## src/hdl/fcpa_pkg.sv

```systemverilog
package fcpa_pkg;

    // Defaults for the top-level parameters
    localparam int P_MAX_CHUNKS   = 256;
    localparam int P_HEADER_BYTES = 8;

    // Fixed field widths
    localparam int ADDR_W   = 32;
    localparam int SIZE_W   = 16;
    localparam int TOTAL_W  = 24;
    localparam int BYTES_W  = 24;
    localparam int CIDX_W   = 8;
    localparam int STRIDE_W = SIZE_W + 1;

    // Configuration port
    localparam int CFG_IDX_W  = 2;
    localparam int CFG_DATA_W = 32;
    localparam logic [CFG_IDX_W-1:0] REG_BASE_ADDRESS = 2'd0;
    localparam logic [CFG_IDX_W-1:0] REG_CHUNK_SIZE   = 2'd1;
    localparam logic [CFG_IDX_W-1:0] REG_TOTAL_SIZE   = 2'd2;

    localparam logic [SIZE_W-1:0] CHUNK_SIZE_RESET = 16'd64;

    // Opcodes
    localparam logic [1:0] OP_POOL_RESET = 2'd0;
    localparam logic [1:0] OP_ALLOCATE   = 2'd1;
    localparam logic [1:0] OP_FREE       = 2'd2;
    localparam logic [1:0] OP_LOOKUP     = 2'd3;

    // Status codes
    localparam logic [1:0] ST_OK       = 2'd0;
    localparam logic [1:0] ST_FULL     = 2'd1;
    localparam logic [1:0] ST_MISMATCH = 2'd2;
    localparam logic [1:0] ST_BAD_FREE = 2'd3;

    // Shared divider
    localparam int DVD_W = ADDR_W;
    localparam int DVS_W = STRIDE_W;

    typedef struct packed {
        logic             start;
        logic [DVD_W-1:0] dividend;
        logic [DVS_W-1:0] divisor;
    } t_div_req;

    typedef struct packed {
        logic             done;
        logic [DVD_W-1:0] quotient;
        logic [DVS_W-1:0] remainder;
    } t_div_rsp;

endpackage

```

## src/hdl/fcpa_ram.sv

```systemverilog
module fcpa_ram #(
    parameter int WIDTH = 8,
    parameter int DEPTH = 256
) (
    input  logic                     i_clk,
    input  logic                     i_we,
    input  logic [$clog2(DEPTH)-1:0] i_waddr,
    input  logic [WIDTH-1:0]         i_wdata,
    input  logic [$clog2(DEPTH)-1:0] i_raddr,
    output logic [WIDTH-1:0]         o_rdata
);

    logic [WIDTH-1:0] r_mem [DEPTH];
    logic [WIDTH-1:0] r_rdata;

    always_ff @(posedge i_clk) begin
        if (i_we) begin
            r_mem[i_waddr] <= i_wdata;
        end
        r_rdata <= r_mem[i_raddr];
    end

    assign o_rdata = r_rdata;

endmodule

```

## src/hdl/fcpa_div.sv

```systemverilog
module fcpa_div (
    input  logic               i_clk,
    input  logic               i_rst_n,
    input  fcpa_pkg::t_div_req i_req,
    output fcpa_pkg::t_div_rsp o_rsp
);
    import fcpa_pkg::*;

    localparam int CNT_W = $clog2(DVD_W + 1);

    logic [DVS_W-1:0] r_rem, n_rem;
    logic [DVD_W-1:0] r_quo, n_quo;
    logic [DVS_W-1:0] r_dvs;
    logic [CNT_W-1:0] r_cnt;
    logic             r_busy;
    logic             r_done;
    logic [DVS_W:0]   shifted;
    logic [DVS_W:0]   diff;

    // One quotient bit per cycle, restoring form
    always_comb begin
        shifted = {r_rem, r_quo[DVD_W-1]};
        diff    = shifted - {1'b0, r_dvs};
        n_quo   = {r_quo[DVD_W-2:0], ~diff[DVS_W]};
        n_rem   = diff[DVS_W] ? shifted[DVS_W-1:0] : diff[DVS_W-1:0];
    end

    always_ff @(posedge i_clk) begin
        if (!i_rst_n) begin
            r_busy <= 1'b0;
            r_done <= 1'b0;
            r_cnt  <= '0;
        end else begin
            r_done <= 1'b0;
            if (i_req.start) begin
                r_busy <= 1'b1;
                r_cnt  <= CNT_W'(DVD_W);
            end else if (r_busy) begin
                r_cnt <= r_cnt - 1'b1;
                if (r_cnt == CNT_W'(1)) begin
                    r_busy <= 1'b0;
                    r_done <= 1'b1;
                end
            end
        end
    end

    always_ff @(posedge i_clk) begin
        if (i_req.start) begin
            r_rem <= '0;
            r_quo <= i_req.dividend;
            r_dvs <= i_req.divisor;
        end else if (r_busy) begin
            r_rem <= n_rem;
            r_quo <= n_quo;
        end
    end

    assign o_rsp.done      = r_done;
    assign o_rsp.quotient  = r_quo;
    assign o_rsp.remainder = r_rem;

endmodule

```

## src/hdl/fixed_chunk_pool_allocator_top.sv

```systemverilog
// States, accept to o_done: lookup EXEC, MUL, ADDR; allocate EXEC, RD, MUL, ADDR;
// rejected allocate EXEC; free, pool reset EXEC, DIV (32-step shared divider).
// One transaction in flight at a time; o_busy drops in the o_done cycle, so the
// next transaction may start there. The receiver cannot stall: o_done is one cycle.
// i_rst_n (synchronous) empties the pool, zeroes the counters and restores the
// configuration reset values; no clearing pass over the free-stack memory.
module fixed_chunk_pool_allocator_top #(
    parameter int MAX_CHUNKS   = fcpa_pkg::P_MAX_CHUNKS,
    parameter int HEADER_BYTES = fcpa_pkg::P_HEADER_BYTES
) (
    input  logic                          i_clk,
    input  logic                          i_rst_n,
    // configuration write port
    input  logic                          i_cfg_we,
    input  logic [fcpa_pkg::CFG_IDX_W-1:0]  i_cfg_idx,
    input  logic [fcpa_pkg::CFG_DATA_W-1:0] i_cfg_wdata,
    // command
    input  logic                          i_start,
    output logic                          o_busy,
    input  logic [1:0]                    i_opcode,
    input  logic [fcpa_pkg::SIZE_W-1:0]   i_request_size,
    input  logic [fcpa_pkg::ADDR_W-1:0]   i_free_address,
    input  logic [fcpa_pkg::CIDX_W-1:0]   i_chunk_index,
    // result
    output logic                          o_done,
    output logic [fcpa_pkg::ADDR_W-1:0]   o_address,
    output logic [1:0]                    o_status,
    output logic [fcpa_pkg::BYTES_W-1:0]  o_used_bytes,
    output logic [fcpa_pkg::BYTES_W-1:0]  o_peak_bytes
);
    import fcpa_pkg::*;

    // Free stack entries hold chunk indexes; depth and count need one more bit.
    localparam int IDX_W  = $clog2(MAX_CHUNKS);
    localparam int CNT_W  = $clog2(MAX_CHUNKS + 1);
    localparam int MUL_W  = (IDX_W > CIDX_W) ? IDX_W : CIDX_W;
    localparam int PROD_W = MUL_W + STRIDE_W;

    // Sequencer states
    localparam logic [2:0] S_IDLE = 3'd0;
    localparam logic [2:0] S_EXEC = 3'd1;
    localparam logic [2:0] S_RD   = 3'd2;
    localparam logic [2:0] S_MUL  = 3'd3;
    localparam logic [2:0] S_ADDR = 3'd4;
    localparam logic [2:0] S_DIV  = 3'd5;

    // Configuration registers
    logic [ADDR_W-1:0]  r_base;
    logic [SIZE_W-1:0]  r_chunk;
    logic [TOTAL_W-1:0] r_total;

    // Pool state
    logic [2:0]         r_state;
    logic [CNT_W-1:0]   r_depth;
    logic [CNT_W-1:0]   r_count;
    logic [CNT_W-1:0]   r_wm;
    logic [BYTES_W-1:0] r_used;
    logic [BYTES_W-1:0] r_peak;

    // Latched transaction
    logic [1:0]         r_op;
    logic [SIZE_W-1:0]  r_req;
    logic [ADDR_W-1:0]  r_faddr;
    logic [CIDX_W-1:0]  r_cidx;

    // Address datapath
    logic [MUL_W-1:0]   r_idx;
    logic [PROD_W-1:0]  r_prod;

    // Result register
    logic               r_done;
    logic [ADDR_W-1:0]  r_addr;
    logic [1:0]         r_status;

    logic [STRIDE_W-1:0] stride;
    logic [ADDR_W-1:0]   offset;
    logic                stride_zero;
    logic [BYTES_W:0]    used_sum;
    logic [BYTES_W-1:0]  used_inc;
    logic [BYTES_W-1:0]  used_dec;
    logic                free_ok;
    logic [CNT_W-1:0]    n_chunks;

    t_div_req            div_req;
    t_div_rsp            div_rsp;

    logic                ram_we;
    logic [IDX_W-1:0]    ram_waddr;
    logic [IDX_W-1:0]    ram_wdata;
    logic [IDX_W-1:0]    ram_raddr;
    logic [IDX_W-1:0]    ram_rdata;

    // Chunk stride and the offset of a returned payload address from chunk 0.
    assign stride      = STRIDE_W'(r_chunk) + STRIDE_W'(HEADER_BYTES);
    assign stride_zero = (stride == '0);
    assign offset      = r_faddr - r_base - ADDR_W'(HEADER_BYTES);

    // Used count saturates high on allocate and low on free.
    assign used_sum = {1'b0, r_used} + (BYTES_W + 1)'(r_chunk);
    assign used_inc = used_sum[BYTES_W] ? {BYTES_W{1'b1}} : used_sum[BYTES_W-1:0];
    assign used_dec = (r_used >= BYTES_W'(r_chunk)) ? (r_used - BYTES_W'(r_chunk)) : '0;

    // A free is valid only for an exact payload address of a chunk in the pool,
    // and only while the stack has room.
    assign free_ok = (div_rsp.remainder == '0)
                  && (div_rsp.quotient < ADDR_W'(r_count))
                  && (r_depth < r_count);

    // Chunk count after a pool reset, capped at the stack depth.
    assign n_chunks = (div_rsp.quotient > ADDR_W'(MAX_CHUNKS))
                    ? CNT_W'(MAX_CHUNKS) : CNT_W'(div_rsp.quotient);

    // Hand the divider either total_size or the free offset.
    always_comb begin
        div_req.start    = 1'b0;
        div_req.dividend = offset;
        div_req.divisor  = stride;
        if (r_state == S_EXEC && !stride_zero) begin
            case (r_op)
                OP_POOL_RESET: begin
                    div_req.start    = 1'b1;
                    div_req.dividend = ADDR_W'(r_total);
                end
                OP_FREE: begin
                    div_req.start = 1'b1;
                end
                default: begin
                    div_req.start = 1'b0;
                end
            endcase
        end
    end

    fcpa_div u_div (
        .i_clk   (i_clk),
        .i_rst_n (i_rst_n),
        .i_req   (div_req),
        .o_rsp   (div_rsp)
    );

    // Push on a good free, pop address issued in EXEC for an allocate.
    assign ram_we    = (r_state == S_DIV) && div_rsp.done && (r_op == OP_FREE) && free_ok;
    assign ram_waddr = r_depth[IDX_W-1:0];
    assign ram_wdata = div_rsp.quotient[IDX_W-1:0];
    assign ram_raddr = IDX_W'(r_depth - 1'b1);

    fcpa_ram #(
        .WIDTH (IDX_W),
        .DEPTH (MAX_CHUNKS)
    ) u_stack (
        .i_clk   (i_clk),
        .i_we    (ram_we),
        .i_waddr (ram_waddr),
        .i_wdata (ram_wdata),
        .i_raddr (ram_raddr),
        .o_rdata (ram_rdata)
    );

    // Configuration writes; an index past the register list is dropped.
    always_ff @(posedge i_clk) begin
        if (!i_rst_n) begin
            r_base  <= '0;
            r_chunk <= CHUNK_SIZE_RESET;
            r_total <= '0;
        end else if (i_cfg_we) begin
            case (i_cfg_idx)
                REG_BASE_ADDRESS: r_base  <= i_cfg_wdata[ADDR_W-1:0];
                REG_CHUNK_SIZE:   r_chunk <= i_cfg_wdata[SIZE_W-1:0];
                REG_TOTAL_SIZE:   r_total <= i_cfg_wdata[TOTAL_W-1:0];
                default: begin
                end
            endcase
        end
    end

    // Hold the transaction fields while it is being worked on.
    always_ff @(posedge i_clk) begin
        if (i_start && !o_busy) begin
            r_op    <= i_opcode;
            r_req   <= i_request_size;
            r_faddr <= i_free_address;
            r_cidx  <= i_chunk_index;
        end
    end

    // Main sequencer.
    //
    // The free stack is never swept after a pool reset. Instead r_wm tracks
    // the lowest stack depth seen since the last pool reset: every slot below
    // it still holds its own index from the reset, and every slot at or above
    // it has been pushed since it was last popped, so the memory is valid there.
    always_ff @(posedge i_clk) begin
        if (!i_rst_n) begin
            r_state  <= S_IDLE;
            r_depth  <= '0;
            r_count  <= '0;
            r_wm     <= '0;
            r_used   <= '0;
            r_peak   <= '0;
            r_done   <= 1'b0;
            r_addr   <= '0;
            r_status <= ST_OK;
        end else begin
            r_done <= 1'b0;
            case (r_state)
                S_IDLE: begin
                    if (i_start) begin
                        r_state <= S_EXEC;
                    end
                end

                S_EXEC: begin
                    case (r_op)
                        OP_POOL_RESET: begin
                            if (stride_zero) begin
                                // zero stride: empty pool, finish now
                                r_count  <= '0;
                                r_depth  <= '0;
                                r_wm     <= '0;
                                r_used   <= '0;
                                r_peak   <= '0;
                                r_addr   <= '0;
                                r_status <= ST_OK;
                                r_done   <= 1'b1;
                                r_state  <= S_IDLE;
                            end else begin
                                r_state <= S_DIV;
                            end
                        end
                        OP_ALLOCATE: begin
                            if (r_req != r_chunk) begin
                                r_addr   <= '0;
                                r_status <= ST_MISMATCH;
                                r_done   <= 1'b1;
                                r_state  <= S_IDLE;
                            end else if (r_depth == '0) begin
                                r_addr   <= '0;
                                r_status <= ST_FULL;
                                r_done   <= 1'b1;
                                r_state  <= S_IDLE;
                            end else begin
                                // pop: the read of the top slot is in flight
                                r_depth <= r_depth - 1'b1;
                                r_state <= S_RD;
                            end
                        end
                        OP_FREE: begin
                            if (stride_zero) begin
                                r_addr   <= '0;
                                r_status <= ST_BAD_FREE;
                                r_done   <= 1'b1;
                                r_state  <= S_IDLE;
                            end else begin
                                r_state <= S_DIV;
                            end
                        end
                        default: begin
                            // lookup: any index, also beyond the pool
                            r_idx   <= MUL_W'(r_cidx);
                            r_state <= S_MUL;
                        end
                    endcase
                end

                S_RD: begin
                    // take the popped index, untouched slots read as their own index
                    if (r_depth < r_wm) begin
                        r_idx <= MUL_W'(r_depth[IDX_W-1:0]);
                        r_wm  <= r_depth;
                    end else begin
                        r_idx <= MUL_W'(ram_rdata);
                    end
                    r_used <= used_inc;
                    if (used_inc > r_peak) begin
                        r_peak <= used_inc;
                    end
                    r_state <= S_MUL;
                end

                S_MUL: begin
                    r_prod  <= PROD_W'(r_idx) * PROD_W'(stride);
                    r_state <= S_ADDR;
                end

                S_ADDR: begin
                    r_addr   <= r_base + ADDR_W'(r_prod) + ADDR_W'(HEADER_BYTES);
                    r_status <= ST_OK;
                    r_done   <= 1'b1;
                    r_state  <= S_IDLE;
                end

                S_DIV: begin
                    if (div_rsp.done) begin
                        r_addr  <= '0;
                        r_done  <= 1'b1;
                        r_state <= S_IDLE;
                        if (r_op == OP_POOL_RESET) begin
                            r_count  <= n_chunks;
                            r_depth  <= n_chunks;
                            r_wm     <= n_chunks;
                            r_used   <= '0;
                            r_peak   <= '0;
                            r_status <= ST_OK;
                        end else if (free_ok) begin
                            // push: the slot write goes out this same edge
                            r_depth  <= r_depth + 1'b1;
                            r_used   <= used_dec;
                            r_status <= ST_OK;
                        end else begin
                            r_status <= ST_BAD_FREE;
                        end
                    end
                end

                default: begin
                    r_state <= S_IDLE;
                end
            endcase
        end
    end

    assign o_busy       = (r_state != S_IDLE);
    assign o_done       = r_done;
    assign o_address    = r_addr;
    assign o_status     = r_status;
    assign o_used_bytes = r_used;
    assign o_peak_bytes = r_peak;

endmodule

```

## config.mk

```make
export PLATFORM = sky130hd
export DESIGN_NAME = fixed_chunk_pool_allocator_top
export DESIGN_NICKNAME = d
export VERILOG_FILES = /design/src/hdl/fcpa_pkg.sv /design/src/hdl/fcpa_ram.sv /design/src/hdl/fcpa_div.sv /design/src/hdl/fixed_chunk_pool_allocator_top.sv
export SDC_FILE = /design/constraint.sdc
export NUM_CORES = 2
export LEC_CHECK = 0
export BUFFER_PORTS_ARGS = -buffer_cell sky130_fd_sc_hd__buf_4
export CAP_MARGIN = 20
export CELL_PAD_IN_SITES_DETAIL_PLACEMENT = 1
export CELL_PAD_IN_SITES_GLOBAL_PLACEMENT = 1
export CORE_MARGIN = 1
export CORE_UTILIZATION = 36
export DETAILED_ROUTE_END_ITERATION = 7
export PLACE_DENSITY_LB_ADDON = 0.08
export SYNTH_ARGS = -nofsm -noshare
export SYNTH_HDL_FRONTEND = slang
export SYNTH_SLANG_ARGS = --single-unit
```

## constraint.sdc

```tcl
create_clock -name i_clk -period 12.7 [get_ports i_clk]
set_clock_uncertainty 0.1 [all_clocks]
set_input_delay 1.905 -clock i_clk [delete_from_list [all_inputs] [get_ports i_clk]]
set_output_delay 1.905 -clock i_clk [all_outputs]
set_load 0.02 [all_outputs]
```

# == Word level (Yosys, flattened, before mapping) ==
# Memory sizes are Yosys's and may differ from the RTL's. A register that Yosys moved wholly into a read port is not among the register bits.
# Index checks and enable logic that the tools add are counted.
# totals
reg_bits,350
ram_bits,2048
elab_cells,186
memories,1
# op_classes
addsub,11
mul,1
order_cmp,6
eq_ne,29
muxes,72
bitwise,3
n_reduce_logical,38
# mem_list
name,words,width,read_ports,rd_ports_with_merged_regs,write_ports,line_no,source
u_stack.r_mem,256,8,1,1,1,fcpa_ram.sv:13,logic [WIDTH-1:0] r_mem [DEPTH];
# ops
operator,count
24-bit two-way mux,10
32-bit two-way mux,7
24-bit case mux with 3 select lines,2
9-bit two-way mux,11
32-bit case mux with 3 select lines,1
32-bit case mux with 2 select lines,1
9-bit case mux with 2 select lines,3
17-bit logical NOT,2
33-bit two-way mux,1
32-bit by 25-bit adder with 32-bit output,1
"32-bit by 4-bit adder with 32-bit output, second input constant",1
"32-bit by 9-bit > comparator with 1-bit output, second input constant",1
32-bit by 9-bit less-than comparator with 1-bit output,1
32-bit subtractor,1
"32-bit by 4-bit subtractor with 32-bit output, second input constant",1
9-bit case mux with 3 select lines,1
24-bit by 16-bit adder with 25-bit output,1
8-bit by 17-bit multiplier with 25-bit output,1
24-bit by 16-bit greater-or-equal comparator with 1-bit output,1
24-bit > comparator,1
24-bit by 16-bit subtractor with 24-bit output,1
9-bit less-than comparator,2
2-bit two-way mux,9
6-bit AND reduction,3
other kinds (44),96

# == Logic depth before layout (Yosys ltp) ==
# depth
word_depth,7
depth_mapped,26

# == Hierarchy ==
# From an unflattened synthesis, not the netlist that was laid out.
# hier_totals
cells_unflattened,6798
hier_area_um2,106119.3
# by_module_without_submodules
mod,instances,cells_per_inst,area_per_inst_um2,seq_area_each_um2
fcpa_ram,1,3733,79556.3,61659.1
fixed_chunk_pool_allocator_top,1,2689,22524.1,6436.2
fcpa_div,1,376,4038.9,1971.9

# == Worst setup path after synthesis ==
# Ideal clock, no wire load.
# synth_path
path_type,reg-to-reg
from,reg u_div.r_quo[5]
to,mem u_stack.r_mem[160][0] (enable)
t_arrival_ns,6.032
path_slack_ns,6.198
path_stages_with_launch,10
path_buffers,1
path_cell_list,edfxtp_1 -> ha_1 -> a21o_1 -> a211oi_1 -> o21a_1 -> o221ai_1 -> nor4_2 -> nand2_1 -> clkbuf_1 -> nor2_1
# synth_between
elab_chain_cells,6
# synth_rtl
item,line_no,source
from (decl),fcpa_div.sv:12,"logic [DVD_W-1:0] r_quo, n_quo;"
from (signal assigned),fcpa_div.sv:51,r_quo <= i_req.dividend;
from (signal assigned),fcpa_div.sv:55,r_quo <= n_quo;
32-bit by 9-bit less-than comparator with 1-bit output,fixed_chunk_pool_allocator_top.sv:106,&& (div_rsp.quotient < ADDR_W'(r_count))
1-bit logical AND,fixed_chunk_pool_allocator_top.sv:106,
1-bit logical AND,fixed_chunk_pool_allocator_top.sv:107,&& (r_depth < r_count);
1-bit logical AND,fixed_chunk_pool_allocator_top.sv:142,assign ram_we = (r_state == S_DIV) && div_rsp.done && (r_op == OP_FREE) && free_ok;
1-bit two-way mux,fcpa_ram.sv:17,if (i_we) begin
1-bit two-way mux (not written as such),fcpa_ram.sv:18,r_mem[i_waddr] <= i_wdata;
to (decl),fcpa_ram.sv:13,
# No other way between the ends.

==> reports/metrics.csv <==
metric;value;unit
delay-heaviest family, CP;adder cells;
IO Port Bufs;179;
initial antenna violation count;16;
Routed WL per cell;29.0;microns
1st-iter DRT viols;4158;
post-DP HPWL;196;mm
CTS buffer count;281;
Final min period;6.68;ns
chip width;542;microns
Sum Neg Setup Slack;0;ns
CP required;13.17;ns
Yosys cell types;82;
Critical path buffers and inverters;2;
Pre-Repair DR Iteration Count;5;
worst vdd ir;0.129;mV
post-synthesis sequential area ratio;66.9;%
post-synth top area share;62.7;%
die footprint;293000;sq um
worst-path fanout max;15;
fmax;0.150;GHz
Antenna Nets Post-Route;0;
Util after Layout;41.5;%
setup ws final;6.02;ns
HP Start;r_total[2]$_SDFFE_PN0P_;
CP arrival;7.15;ns
number of global-route vias before repair;59900;
reg2reg end;r_prod[23]$_DFFE_PP_;
CTS-repair resized insts;0;
Post-synth top cells;2188 x edfxtp_1, 680 x mux4_2, 470 x nor2_1;
worst skew pair latency;0.87;ns
first-pass GRT wire length;444;mm
Slew headroom;23.5;%
# H-tree levels;5;
vias per std cell;5.35;
power after layout;19.7;mW
most used cell, CP;fa_1;
Slowest-stage cell, CP;xnor2_1;
Worst Path Class, Setup;reg2reg;
Initial Utilization;36.3;%
Final Cycle Share;52.6;%
syn nets;6669;
Yosys top cell by area;edfxtp_1;
Slew Limit Fails;0;
Ys Warns;0;
RSZ-0062 raised after global routing;no;
CP Cell Sequence;ha_1 -> nand3_1 -> xnor2_1 -> and2_1 -> fa_1 -> fa_1 -> fa_1 -> inv_1 -> fa_1 -> inv_1 -> ha_1 -> a21o_1 -> nor2b_1 -> a21oi_1 -> o311ai_0 -> nor2b_1 -> a21bo_2 -> a41oi_1 -> mux2i_1 -> nand2_1;
CORE AREA;289000;sq um
average cell area after synthesis;16.9;sq um
count of final setup violators;0;
hold endpoint;r_total[2]$_SDFFE_PN0P_;
Final Wtd Congestion;0.811;
status;completed;
CTS tree;done;
post-route cell area;120000;sq um
Worst-path clk slew;0.06;ns
pwr/cell area;165;nW/um^2
Clock Sinks;2406;
layout cells sized above 1;21.0;%
Post-synth EDFFs;2188;
Hold Slack;0.353;ns
Post-CTS Setup Repair Bufs;0;
final hold violation count;0;
Setup WS pre-CTS;6.06;ns
Layout area overhead;14.5;%
Total Routing Usage GR;20.8;%
most frequent cell after synthesis;edfxtp_1;
chip height;542;microns
vias;56500;
grt total ovfl;0;
Mapped Cells;6212;
FF+latch count, synth;2406;
final non-filler cell total;10600;
total wire length;307;mm
DP Area;111000;sq um
critical path endpoint category;flip-flop;
Hold-fix buffers, CTS;0;
R2R Setup Slk;6.02;ns
hold path depth;2;
IO Count;180;
P_leak;39.0;nW
Hold Crit Class;reg2reg;
largest net degree at the start of global routing;201;
final net count;6925;
worst-case reg-to-reg path depth;20;
drt drc;0;
slowest stage delay, CP;0.86;ns
dpl cells;10100;
Worst setup SP type;flip-flop;
clock root buffer;clkbuf_16;
row count;197;
Max Root-Sink Buffers;4;
cells taking the most area after synthesis;edfxtp_1 63%, mux4_2 15%, dfxtp_1 4.2%;
reg-to-reg startpoint;r_chunk[3]$_SDFFE_PN0P_;
Post-synth ARST share;0;%
Mapped Area;105000;sq um
Primary FF master, synth;edfxtp_1;
Max-cap violations;0;
Slew @ Worst Pin;1.15;ns
-- final cells by class --
class                           instances  area, sq um
Antenna cell                            2         5.00
Clock buffer                          365         7630
Clock inverter                        139         1440
Fill cell                           28100       169000
Inverter                              304         1140
Multi-Input combinational cell       3184        32400
Sequential cell                      2406        70100
Tap cell                             3880         4850
Timing Repair Buffer                  291         2430
-- metal layers --
metal | up-vias | track usage, % | wire [microns]
met4 | 0 | 4.44 | 6620
met5 | - | 0 | 0
li1 | 24700 | - | -
met2 | 1152 | 34.8 | 150000
met1 | 30300 | 29.1 | 138000
met3 | 368 | 2.54 | 12600
-- where the power goes --
group / total [mW] / internal [mW] / switching [mW] / leakage, nW
Combinational: 2.54 / 0.888 / 1.66 / 13.1
Clock: 8.05 / 4.74 / 3.31 / 4.40
Sequential: 9.15 / 9.03 / 0.119 / 21.5
Total: 19.7 / 14.7 / 5.09 / 39.0
-- how the worst max path moves through the flow --
stage,startpoint,to,depth (start not counted)
after floorplan,u_div.r_quo[5]$_DFFE_PP_,u_stack.r_mem[160][0]$_DFFE_PP_,9
after global placement,r_chunk[3]$_SDFFE_PN0P_,r_prod[23]$_DFFE_PP_,20
after detailed placement,r_chunk[3]$_SDFFE_PN0P_,r_prod[23]$_DFFE_PP_,20
after CTS,r_chunk[3]$_SDFFE_PN0P_,r_prod[23]$_DFFE_PP_,20
after global routing,r_chunk[3]$_SDFFE_PN0P_,r_prod[23]$_DFFE_PP_,20
final,r_chunk[3]$_SDFFE_PN0P_,r_prod[23]$_DFFE_PP_,20
-- worst min-delay path, cell delays in order, from the launching register on --
cell and delay [ns]:
dfxtp_1 0.30, nand2_1 0.05, a21oi_1 0.05
-- cells by family after synthesis --
logic type      share of synthesized area, %
compound gates                          4.02
xor+xnor                                1.31
fa+ha+maj                               4.99
buf+inv                                 2.36
flops                                   66.9
mux                                     15.1
simple gates                            5.38
-- flip-flops by register name (all words and copies together) (netlist names), 3 cells and up --
register and count:
o_peak_bytes 24, r_count 9, r_depth 9, o_address 32
r_idx 8, r_wm 9, u_div.r_quo 32, r_cidx 8
u_div.r_cnt 6, r_total 24, u_stack.r_mem 2048, o_used_bytes 24
r_req 16, r_base 32, r_state 3, u_div.r_rem 17
u_div.r_dvs 17, u_stack.o_rdata 8, r_faddr 32, r_prod 25
r_chunk 16
-- placed cells by master, fill, tap and decap left out, types with 57 or more instances in the layout --
cell type,instances
edfxtp_1,2188
mux4_2,680
nor2_1,469
nand2_1,340
inv_1,301
clkbuf_16,293
buf_4,269
ha_1,264
a21oi_1,261
dfxtp_1,217
o21ai_0,162
xnor2_1,110
and2_1,108
fa_1,95
clkbuf_1,69
clkinv_1,57
(Power assumes the default switching activity.)
